File: config.mk
export PLATFORM = sky130hd
export DESIGN_NAME = udp_header_checksum_builder_core_flat
export DESIGN_NICKNAME = d
export VERILOG_FILES = /design/src/hdl/udpcs_pkg.sv /design/src/hdl/udpcs_if.sv /design/src/hdl/udp_header_checksum_builder_core.sv /design/src/hdl/udpcs_accum.sv /design/src/hdl/udpcs_hdr_out.sv /design/src/flat_wrapper.sv
export VERILOG_INCLUDE_DIRS = /design/src /design/src/hdl
export SDC_FILE = /design/constraint.sdc
export NUM_CORES = 1
export LEC_CHECK = 0
export BUFFER_PORTS_ARGS = -buffer_cell sky130_fd_sc_hd__buf_2
export CORE_MARGIN = 1.5
export CORE_UTILIZATION = 40
export DETAILED_ROUTE_END_ITERATION = 7
export GPL_TIMING_DRIVEN = 0
export SLEW_MARGIN = 20
export SYNTH_ARGS = -nofsm -noshare
export SYNTH_HDL_FRONTEND = slang
export SYNTH_SLANG_ARGS = --single-unit
File: constraint.sdc
create_clock -name clk -period 15.36 [get_ports clk]
set_input_delay 2.304 -clock clk [delete_from_list [all_inputs] [get_ports clk]]
set_output_delay 2.304 -clock clk [all_outputs]
set_load 0.02 [all_outputs]
File: src/hdl/udp_header_checksum_builder_core_defines.svh
// assertion macros shared by the udp checksum builder modules
`ifndef UDP_HEADER_CHECKSUM_BUILDER_CORE_DEFINES_SVH
`define UDP_HEADER_CHECKSUM_BUILDER_CORE_DEFINES_SVH

`ifndef NO_ASSERTIONS
// clocked check, quiet while reset is asserted
`define UDPCS_ASSERT(label, prop, msg) \
  label: assert property (@(posedge clk) disable iff (!rst_n) prop) else $error(msg);
// clocked check that also holds across reset
`define UDPCS_ASSERT_RST(label, prop, msg) \
  label: assert property (@(posedge clk) prop) else $error(msg);
`else
`define UDPCS_ASSERT(label, prop, msg)
`define UDPCS_ASSERT_RST(label, prop, msg)
`endif

`endif

File: src/hdl/udpcs_pkg.sv
// shared types and constants of the udp header and checksum builder
package udpcs_pkg;

  // request kinds
  localparam logic ACT_HEADER  = 1'b0;
  localparam logic ACT_PAYLOAD = 1'b1;

  // register select, taken from paddr[2]
  localparam logic REG_LOCAL_IP   = 1'b0;
  localparam logic REG_GATEWAY_IP = 1'b1;

  // protocol constants
  localparam logic [15:0] UDP_PROTOCOL  = 16'd17;
  localparam logic [15:0] DNS_PORT      = 16'd53;
  localparam logic [15:0] UDP_HDR_BYTES = 16'd8;

  // header word positions
  localparam logic [1:0] IDX_SRC_PORT = 2'd0;
  localparam logic [1:0] IDX_DST_PORT = 2'd1;
  localparam logic [1:0] IDX_LENGTH   = 2'd2;
  localparam logic [1:0] IDX_CHECKSUM = 2'd3;

  // one input request
  typedef struct packed {
    logic        action;
    logic [31:0] dest_ip;
    logic [15:0] src_port;
    logic [15:0] dest_port;
    logic        dns_mode;
    logic [15:0] payload_len;
    logic [15:0] data_word;
    logic        last;
  } in_item_t;

  // the four header words handed to the output buffer
  typedef struct packed {
    logic [15:0] src_port;
    logic [15:0] dst_port;
    logic [15:0] length;
    logic [15:0] checksum;
  } hdr_words_t;

endpackage

File: src/hdl/udpcs_if.sv
// request and result channel interfaces of the udp header and checksum builder

// input channel: header and payload requests
interface udpcs_in_if;
  logic        valid;
  logic        ready;
  logic        action;
  logic [31:0] dest_ip;
  logic [15:0] src_port;
  logic [15:0] dest_port;
  logic        dns_mode;
  logic [15:0] payload_len;
  logic [15:0] data_word;
  logic        last;

  modport source (
    output valid, action, dest_ip, src_port, dest_port, dns_mode,
           payload_len, data_word, last,
    input  ready
  );
  modport sink (
    input  valid, action, dest_ip, src_port, dest_port, dns_mode,
           payload_len, data_word, last,
    output ready
  );
endinterface

// result channel: header words
interface udpcs_out_if;
  logic        valid;
  logic        ready;
  logic [15:0] header_word;
  logic [1:0]  word_index;
  logic        last_word;

  modport source (
    output valid, header_word, word_index, last_word,
    input  ready
  );
  modport sink (
    input  valid, header_word, word_index, last_word,
    output ready
  );
endinterface

File: src/hdl/udp_header_checksum_builder_core.sv
// UDP header and checksum builder: takes one request per clock, header or payload word.
// A header request seeds the ones' complement checksum with the pseudo-header and the
// UDP header (port 53 and the gateway address in DNS mode); each payload request adds one
// 16-bit word with end-around carry. A request flagged last yields four result words
// (source port, destination port, length, checksum) on four consecutive output
// handshakes, once it has passed the input register and been loaded into the output
// buffer. Throughput is one request per cycle; it is bounded only by the four-word output
// buffer: a final request that comes while a header is still draining stalls the input
// until it has drained. local_ip sits at byte address 0 and gateway_ip at address 4.
module udp_header_checksum_builder_core (
  input  logic        clk,
  input  logic        rst_n,
  udpcs_in_if.sink    in_chan,
  udpcs_out_if.source out_chan,
  input  logic        psel,
  input  logic        penable,
  input  logic        pwrite,
  input  logic [2:0]  paddr,
  input  logic [31:0] pwdata,
  output logic [31:0] prdata,
  output logic        pready
);

  logic [31:0]           local_ip_r;
  logic [31:0]           gateway_ip_r;
  logic                  cfg_wr;
  logic                  hand_valid;
  logic                  hand_ready;
  udpcs_pkg::hdr_words_t hand_words;

  // configuration registers
  assign pready = 1'b1;
  assign cfg_wr = psel && penable && pwrite && pready;

  always_ff @(posedge clk) begin
    if (!rst_n) begin
      local_ip_r   <= '0;
      gateway_ip_r <= '0;
    end else if (cfg_wr) begin
      case (paddr[2])
        udpcs_pkg::REG_LOCAL_IP:   local_ip_r   <= pwdata;
        udpcs_pkg::REG_GATEWAY_IP: gateway_ip_r <= pwdata;
        default: ;
      endcase
    end
  end

  // register read back
  assign prdata = (paddr[2] == udpcs_pkg::REG_GATEWAY_IP) ? gateway_ip_r : local_ip_r;

  // checksum accumulator
  udpcs_accum u_accum (
    .clk        (clk),
    .rst_n      (rst_n),
    .in_chan    (in_chan),
    .local_ip   (local_ip_r),
    .gateway_ip (gateway_ip_r),
    .hand_valid (hand_valid),
    .hand_words (hand_words),
    .hand_ready (hand_ready)
  );

  // header word output
  udpcs_hdr_out u_hdr_out (
    .clk        (clk),
    .rst_n      (rst_n),
    .hand_valid (hand_valid),
    .hand_words (hand_words),
    .hand_ready (hand_ready),
    .out_chan   (out_chan)
  );

endmodule

File: src/hdl/udpcs_accum.sv
// input register and ones' complement checksum accumulator
`include "udp_header_checksum_builder_core_defines.svh"

module udpcs_accum (
  input  logic                  clk,
  input  logic                  rst_n,
  udpcs_in_if.sink              in_chan,
  input  logic [31:0]           local_ip,
  input  logic [31:0]           gateway_ip,
  output logic                  hand_valid,
  output udpcs_pkg::hdr_words_t hand_words,
  input  logic                  hand_ready
);

  udpcs_pkg::in_item_t stage_r;
  logic                stage_valid_r;
  logic                stage_fire;
  logic                in_fire;

  logic [15:0] running_sum_r, running_sum_nxt;
  logic [15:0] held_src_port_r, held_src_port_nxt;
  logic [15:0] held_dest_port_r, held_dest_port_nxt;
  logic [15:0] held_udp_length_r, held_udp_length_nxt;

  logic [31:0] dst_ip;
  logic [19:0] seed_wide;
  logic [16:0] seed_fold;
  logic [15:0] seed_sum;
  logic [16:0] word_sum;
  logic [15:0] word_res;

  // the staged request moves on unless it is final and the output buffer is busy
  assign stage_fire    = stage_valid_r && (!stage_r.last || hand_ready);
  assign in_chan.ready = !stage_valid_r || stage_fire;
  assign in_fire       = in_chan.valid && in_chan.ready;

  // input register
  always_ff @(posedge clk) begin
    if (!rst_n) begin
      stage_valid_r <= 1'b0;
    end else if (in_chan.ready) begin
      stage_valid_r <= in_chan.valid;
    end
  end

  always_ff @(posedge clk) begin
    if (in_fire) begin
      stage_r.action      <= in_chan.action;
      stage_r.dest_ip     <= in_chan.dest_ip;
      stage_r.src_port    <= in_chan.src_port;
      stage_r.dest_port   <= in_chan.dest_port;
      stage_r.dns_mode    <= in_chan.dns_mode;
      stage_r.payload_len <= in_chan.payload_len;
      stage_r.data_word   <= in_chan.data_word;
      stage_r.last        <= in_chan.last;
    end
  end

  // pseudo-header and header seed: wide sum, then two end-around folds
  assign dst_ip    = stage_r.dns_mode ? gateway_ip : stage_r.dest_ip;
  assign seed_wide = 20'(local_ip[31:16]) + 20'(local_ip[15:0])
                   + 20'(dst_ip[31:16]) + 20'(dst_ip[15:0])
                   + 20'(udpcs_pkg::UDP_PROTOCOL)
                   + 20'(held_udp_length_nxt) + 20'(held_udp_length_nxt)
                   + 20'(held_src_port_nxt) + 20'(held_dest_port_nxt);
  assign seed_fold = 17'(seed_wide[15:0]) + 17'(seed_wide[19:16]);
  assign seed_sum  = seed_fold[15:0] + 16'(seed_fold[16]);

  // payload word add with end-around carry
  assign word_sum = 17'(running_sum_r) + 17'(stage_r.data_word);
  assign word_res = word_sum[15:0] + 16'(word_sum[16]);

  // next state of the held header fields and the sum
  always_comb begin
    running_sum_nxt     = running_sum_r;
    held_src_port_nxt   = held_src_port_r;
    held_dest_port_nxt  = held_dest_port_r;
    held_udp_length_nxt = held_udp_length_r;
    case (stage_r.action)
      udpcs_pkg::ACT_HEADER: begin
        held_src_port_nxt   = stage_r.src_port;
        held_dest_port_nxt  = stage_r.dns_mode ? udpcs_pkg::DNS_PORT : stage_r.dest_port;
        held_udp_length_nxt = stage_r.payload_len + udpcs_pkg::UDP_HDR_BYTES;
        running_sum_nxt     = seed_sum;
      end
      default: begin
        running_sum_nxt = word_res;
      end
    endcase
  end

  always_ff @(posedge clk) begin
    if (!rst_n) begin
      running_sum_r     <= '0;
      held_src_port_r   <= '0;
      held_dest_port_r  <= '0;
      held_udp_length_r <= '0;
    end else if (stage_fire) begin
      running_sum_r     <= running_sum_nxt;
      held_src_port_r   <= held_src_port_nxt;
      held_dest_port_r  <= held_dest_port_nxt;
      held_udp_length_r <= held_udp_length_nxt;
    end
  end

  // final request hands the four words to the output buffer
  assign hand_valid          = stage_valid_r && stage_r.last;
  assign hand_words.src_port = held_src_port_nxt;
  assign hand_words.dst_port = held_dest_port_nxt;
  assign hand_words.length   = held_udp_length_nxt;
  assign hand_words.checksum = ~running_sum_nxt;

  // a blocked final request must hold off new requests
  `UDPCS_ASSERT(a_stall_blocks_input, (stage_valid_r && !stage_fire) |-> !in_chan.ready, "input taken while stage is blocked")
  // state moves only when a staged request is consumed
  `UDPCS_ASSERT(a_sum_moves_on_fire, !$past(stage_fire) |-> $stable(running_sum_r), "sum changed without a consumed request")

endmodule

File: src/hdl/udpcs_hdr_out.sv
// four-word header output buffer and serializer
`include "udp_header_checksum_builder_core_defines.svh"

module udpcs_hdr_out (
  input  logic                  clk,
  input  logic                  rst_n,
  input  logic                  hand_valid,
  input  udpcs_pkg::hdr_words_t hand_words,
  output logic                  hand_ready,
  udpcs_out_if.source           out_chan
);

  udpcs_pkg::hdr_words_t words_r;
  logic                  buf_valid_r, buf_valid_nxt;
  logic [1:0]            idx_r, idx_nxt;
  logic                  out_fire;
  logic                  load;
  logic                  at_end;

  assign out_fire   = out_chan.valid && out_chan.ready;
  assign at_end     = idx_r == udpcs_pkg::IDX_CHECKSUM;
  assign hand_ready = !buf_valid_r || (out_fire && at_end);
  assign load       = hand_valid && hand_ready;

  // word position and occupancy
  always_comb begin
    buf_valid_nxt = buf_valid_r;
    idx_nxt       = idx_r;
    if (load) begin
      buf_valid_nxt = 1'b1;
      idx_nxt       = udpcs_pkg::IDX_SRC_PORT;
    end else if (out_fire) begin
      buf_valid_nxt = !at_end;
      idx_nxt       = idx_r + 2'd1;
    end
  end

  always_ff @(posedge clk) begin
    if (!rst_n) begin
      buf_valid_r <= 1'b0;
      idx_r       <= udpcs_pkg::IDX_SRC_PORT;
    end else begin
      buf_valid_r <= buf_valid_nxt;
      idx_r       <= idx_nxt;
    end
  end

  always_ff @(posedge clk) begin
    if (load) begin
      words_r <= hand_words;
    end
  end

  // word select
  always_comb begin
    case (idx_r)
      udpcs_pkg::IDX_SRC_PORT: out_chan.header_word = words_r.src_port;
      udpcs_pkg::IDX_DST_PORT: out_chan.header_word = words_r.dst_port;
      udpcs_pkg::IDX_LENGTH:   out_chan.header_word = words_r.length;
      default:                 out_chan.header_word = words_r.checksum;
    endcase
  end

  assign out_chan.valid      = buf_valid_r;
  assign out_chan.word_index = idx_r;
  assign out_chan.last_word  = at_end;

  // a new header set only replaces a buffer that is free or just drained
  `UDPCS_ASSERT(a_load_when_free, (load && buf_valid_r) |-> (out_fire && at_end), "buffer overwritten while busy")
  // a taken word that is not the checksum is followed by the next word
  `UDPCS_ASSERT(a_word_advance, (out_fire && !at_end) |=> (buf_valid_r && idx_r == $past(idx_r) + 2'd1), "header word skipped")
  // reset empties the buffer
  `UDPCS_ASSERT_RST(a_reset_empty, !rst_n |=> !buf_valid_r, "buffer valid after reset")

endmodule

File: src/flat_wrapper.sv
// flat-port wrapper written by rule: the top's interface ports become plain ports
module udp_header_checksum_builder_core_flat 
  (clk, rst_n, psel, penable, pwrite, paddr, pwdata, prdata, pready, in_chan_valid, in_chan_action, in_chan_dest_ip, in_chan_src_port, in_chan_dest_port, in_chan_dns_mode, in_chan_payload_len, in_chan_data_word, in_chan_last, in_chan_ready, out_chan_valid, out_chan_header_word, out_chan_word_index, out_chan_last_word, out_chan_ready);
  udpcs_in_if in_chan_i ();
  udpcs_out_if out_chan_i ();
  input  logic clk;
  input  logic rst_n;
  input  logic psel;
  input  logic penable;
  input  logic pwrite;
  input  logic [2:0] paddr;
  input  logic [31:0] pwdata;
  output logic [31:0] prdata;
  output logic pready;
  input wire logic [$bits(in_chan_i.valid)-1:0] in_chan_valid;
  input wire logic [$bits(in_chan_i.action)-1:0] in_chan_action;
  input wire logic [$bits(in_chan_i.dest_ip)-1:0] in_chan_dest_ip;
  input wire logic [$bits(in_chan_i.src_port)-1:0] in_chan_src_port;
  input wire logic [$bits(in_chan_i.dest_port)-1:0] in_chan_dest_port;
  input wire logic [$bits(in_chan_i.dns_mode)-1:0] in_chan_dns_mode;
  input wire logic [$bits(in_chan_i.payload_len)-1:0] in_chan_payload_len;
  input wire logic [$bits(in_chan_i.data_word)-1:0] in_chan_data_word;
  input wire logic [$bits(in_chan_i.last)-1:0] in_chan_last;
  output wire logic [$bits(in_chan_i.ready)-1:0] in_chan_ready;
  output wire logic [$bits(out_chan_i.valid)-1:0] out_chan_valid;
  output wire logic [$bits(out_chan_i.header_word)-1:0] out_chan_header_word;
  output wire logic [$bits(out_chan_i.word_index)-1:0] out_chan_word_index;
  output wire logic [$bits(out_chan_i.last_word)-1:0] out_chan_last_word;
  input wire logic [$bits(out_chan_i.ready)-1:0] out_chan_ready;
  assign in_chan_i.valid = in_chan_valid;
  assign in_chan_i.action = in_chan_action;
  assign in_chan_i.dest_ip = in_chan_dest_ip;
  assign in_chan_i.src_port = in_chan_src_port;
  assign in_chan_i.dest_port = in_chan_dest_port;
  assign in_chan_i.dns_mode = in_chan_dns_mode;
  assign in_chan_i.payload_len = in_chan_payload_len;
  assign in_chan_i.data_word = in_chan_data_word;
  assign in_chan_i.last = in_chan_last;
  assign in_chan_ready = in_chan_i.ready;
  assign out_chan_valid = out_chan_i.valid;
  assign out_chan_header_word = out_chan_i.header_word;
  assign out_chan_word_index = out_chan_i.word_index;
  assign out_chan_last_word = out_chan_i.last_word;
  assign out_chan_i.ready = out_chan_ready;
  udp_header_checksum_builder_core u_core (.clk(clk), .rst_n(rst_n), .in_chan(in_chan_i), .out_chan(out_chan_i), .psel(psel), .penable(penable), .pwrite(pwrite), .paddr(paddr), .pwdata(pwdata), .prdata(prdata), .pready(pready));
endmodule
==> summary.md <==
| Metric | Value |
|---|---|
| Outcome | `finished clean` |
| Max-Cap Viols | `0` |
| Min-delay src | `u_core.u_accum.held_udp_length_r[0]` |
| Via density | `approximately 5.2` |
| R2R cell count | `38` |
| # DRC | `0` |
| Reg-to-reg startpoint | `u_core.u_accum.stage_r[98]` |
| Port Buffers | `190` |
| Most instantiated library cell after synthesis | `nand2_1` |
| Synth cell types | `73` |
| Startpoint types | `flip-flop` |
| Iteration-0 DRC Markers | `960` |
| Antenna-violating nets left | `0` |
| Fraction of registers with async set/reset | `0%` |
| Highest ir drop seen on vdd | `0.0001011 V` |
| Synthesis-stage register bit count | `295` |
| Final Critical Period | `between 10 and 15 ns` |
| FF-to-FF setup slack | `5.19 ns` |
| Total design power | `0.002910 W` |
| Post-CTS Setup Inserts | `0` |
| Crit Path Category | `reg -> reg` |
| Hold Vio Cnt, Final | `0` |
| Gr usage total | `approximately 22%` |
| Hold Crit Depth | `2` |
| Warnings from Yosys | `0` |
| Area Growth Syn to Fin | `17.92%` |
| Std cell rows | `74` |
| Relative slew slack | `between 30% and 40%` |
| Design area | `0.01944 mm²` |
| Synth top area cells | `edfxtp_1 30%, dfxtp_1 16%, fa_1 9.7%, nand2_1 6.2%, ha_1 5.0%` |
| Routed vias | `12496` |
| Clk sink count | `just under 300` |
| Endpoint type of the worst setup path | `flip-flop` |
| Period utilisation layout | `66.18%` |
| Post-synth top area share | `just under 30%` |
| Most common flop cell mapped by yosys | `edfxtp_1` |
| RR Endpoint | `u_core.u_accum.running_sum_r[14]` |
| Die Y | `~210 µm` |
| Vias in the first global route | `around 12000` |
| Pwr/cell area | `149.7 mW/mm²` |
| Die ar. | `roughly 0.042 mm²` |
| Chip Width | `approximately 210 µm` |
| Net Count, Synth | `about 1900` |
| Worst slew pin tran | `roughly 0.96 ns` |
| RSZ-0062 raised after global routing | `false` |
| H-tree Lvls | `2` |
| Synthesized area per cell | `10.31 µm²` |
| Top Ports | `slightly below 200` |
| Max FO, Critical Path | `10` |
| Leading area contributor after synthesis | `edfxtp_1` |
| Leakage | `7.884 nW` |
| Initial DRT Pass Iterations | `6` |
| Ant diodes | `0` |
| Required @ worst endpoint | `15.83 ns` |
| Post-CTS sizing | `0` |
| Core box area | `0.04074 mm²` |
| Post-CTS Hold Buffers | `0` |
| DP HPWL | `roughly 37000 µm` |
| Hold slack | `between 0.4 and 0.5 ns` |
| Hold Path Class | `reg -> reg` |
| CP max-delay cell | `buf_1` |
| Synthesized area | `0.01648 mm²` |
| Root Buffer | `clkbuf_16` |
| Final Setup Violations | `0` |
| DP Area | `0.01828 mm²` |
| First-pass GRT wire length | `71060 µm` |
| Maximum clock path buffer count | `3` |
| Hold Crit Endpoint | `u_core.u_accum.held_udp_length_r[0]` |
| Final Skew | `approximately 0.020 ns` |
| CTS Buf Count | `36` |
| Synth Instances | `about 1600` |
| Critical Path Most Common Cell | `fa_1` |
| Worst-skew pair later-pin latency | `about 0.55 ns` |
| Final GP Congestion | `0.8962` |
| Clock-pin slew on the worst setup and hold paths | `approximately 0.060 ns` |
| Total gr overflow | `0` |
| WL per Instance | `19.43 µm` |
| Crit-path max cell delay | `roughly 0.72 ns` |
| Max-slew violations | `0` |
| CTS tree | `yes` |
| Fraction of layout cells with a size suffix above 1 | `between 10% and 20%` |
| Seq/Total Area, Yosys | `between 40 and 50%` |
| Synth cell count leaders | `271 x nand2_1, 163 x edfxtp_1, 158 x inv_1` |
| Layout Utilization | `between 40% and 50%` |
| Max Fclk | `approximately 98 MHz` |
| Nets | `2120` |
| Initial antenna violation count | `0` |
| Setup TNS | `0 ns` |
| Worst EP arrival | `10.63 ns` |
| Starting Density | `~40%` |
| Largest net degree at the start of global routing | `29` |
| Post-synth EDFFs | `163` |
| WL final | `about 46000 µm` |
-- flip-flops by register name (all words and copies together), names as in the netlist --
register                              count
u_core.local_ip_r                        32
u_core.u_hdr_out.out_chan.valid           1
u_core.u_accum.held_src_port_r           16
u_core.u_accum.stage_valid_r              1
u_core.u_accum.stage_r                   99
u_core.u_accum.running_sum_r             16
u_core.gateway_ip_r                      32
u_core.u_accum.held_udp_length_r         16
u_core.u_hdr_out.words_r                 64
u_core.u_accum.held_dest_port_r          16
u_core.u_hdr_out.out_chan.word_index      2
-- area by class of cell --
cell class	instances	area [µm²]
fillers	3843	21300
plain buffers	71	270.3
clock buffers	50	993.5
clock inverters	15	163.9
inverters	159	596.8
flip-flops and latches	295	7537
well taps	532	665.6
repair buffers	196	1109
multi-input cells	1074	8102
-- critical path: cells and delay by family, from the launching register on --
kind / cells / cell delay (ns)
adders and majority gates: 9 / 3.52
AOI/OAI and AO/OA: 12 / 2.60
and+or+nand+nor: 9 / 1.74
buffers and inverters: 6 / 1.56
DFF: 1 / 0.33
muxes: 1 / 0.19
xor gates and xnor gates: 1 / 0.14
-- logic make-up after synthesis --
group	synth area share, %
multiplexers	6.710
flip-flops	45.73
XOR/XNOR	3.294
other	0.02275
AND/OR/NAND/NOR	12.03
buffers and inverters	5.260
adder cells (fa/ha/maj)	14.73
AO/OA/AOI/OAI	12.23
-- metal layers --
| metal | part of all wire [%] | vias to the layer above | track usage (%) |
|---|---|---|---|
| li1 | - | 6010 | - |
| met1 | 45 | 6001 | 30.78 |
| met2 | 46 | 425 | 36.05 |
| met3 | 6.8 | 60 | 3.548 |
| met4 | 2.1 | 0 | 6.341 |
| met5 | 0 | - | 0 |
-- cell usage in the layout, fill, tap and decap left out, types with 16 or more instances in the layout --
cell type,netlist,final
xor2_1,23,23
a222oi_1,16,16
nand3_1,20,20
o21ai_0,57,57
dfxtp_1,132,132
fa_1,80,80
nand2_1,271,271
xnor2_1,39,39
clkbuf_16,0,36
buf_2,0,190
clkbuf_1,56,66
a21oi_1,135,135
nor2_1,64,63
inv_1,158,158
mux2i_1,43,43
a211oi_1,27,27
edfxtp_1,163,163
mux2_2,60,60
ha_1,66,66
-- metrics by stage --
| step | cells | worst slack [ns] |
|---|---|---|
| 6_report | 2392 | 5.195 |
| 5_1_grt | 2392 | 4.458 |
| 4_1_cts | 2392 | 5.165 |
| 3_5_place_dp | 2327 | 5.240 |
| 3_3_place_gp | 2321 | 4.561 |
| 2_1_floorplan | 1599 | 7.239 |
-- report_power, final --
part           switching (W)  internal (W)
Combinational       0.000710      0.000445
Clock               0.000337      0.000504
Sequential         0.0000229      0.000892
Total                0.00107       0.00184
-- worst max-delay path by stage --
stage / from / cells past startpoint / endpoint / slack (ns)
6_report: u_core.u_accum.stage_r[98] / 38 / u_core.u_accum.running_sum_r[14] / 5.19
5_1_grt: u_core.u_accum.stage_r[98] / 38 / u_core.u_accum.running_sum_r[14] / 4.46
4_1_cts: u_core.u_accum.stage_r[98] / 38 / u_core.u_accum.running_sum_r[14] / 5.17
3_5_place_dp: u_core.u_accum.stage_r[98] / 38 / u_core.u_accum.running_sum_r[14] / 5.24
3_3_place_gp: out_chan_ready / 3 / u_core.u_accum.stage_r[82] / 4.56
2_1_floorplan: out_chan_ready / 2 / u_core.u_accum.stage_r[0] / 7.24
(Power assumes the default switching activity.)
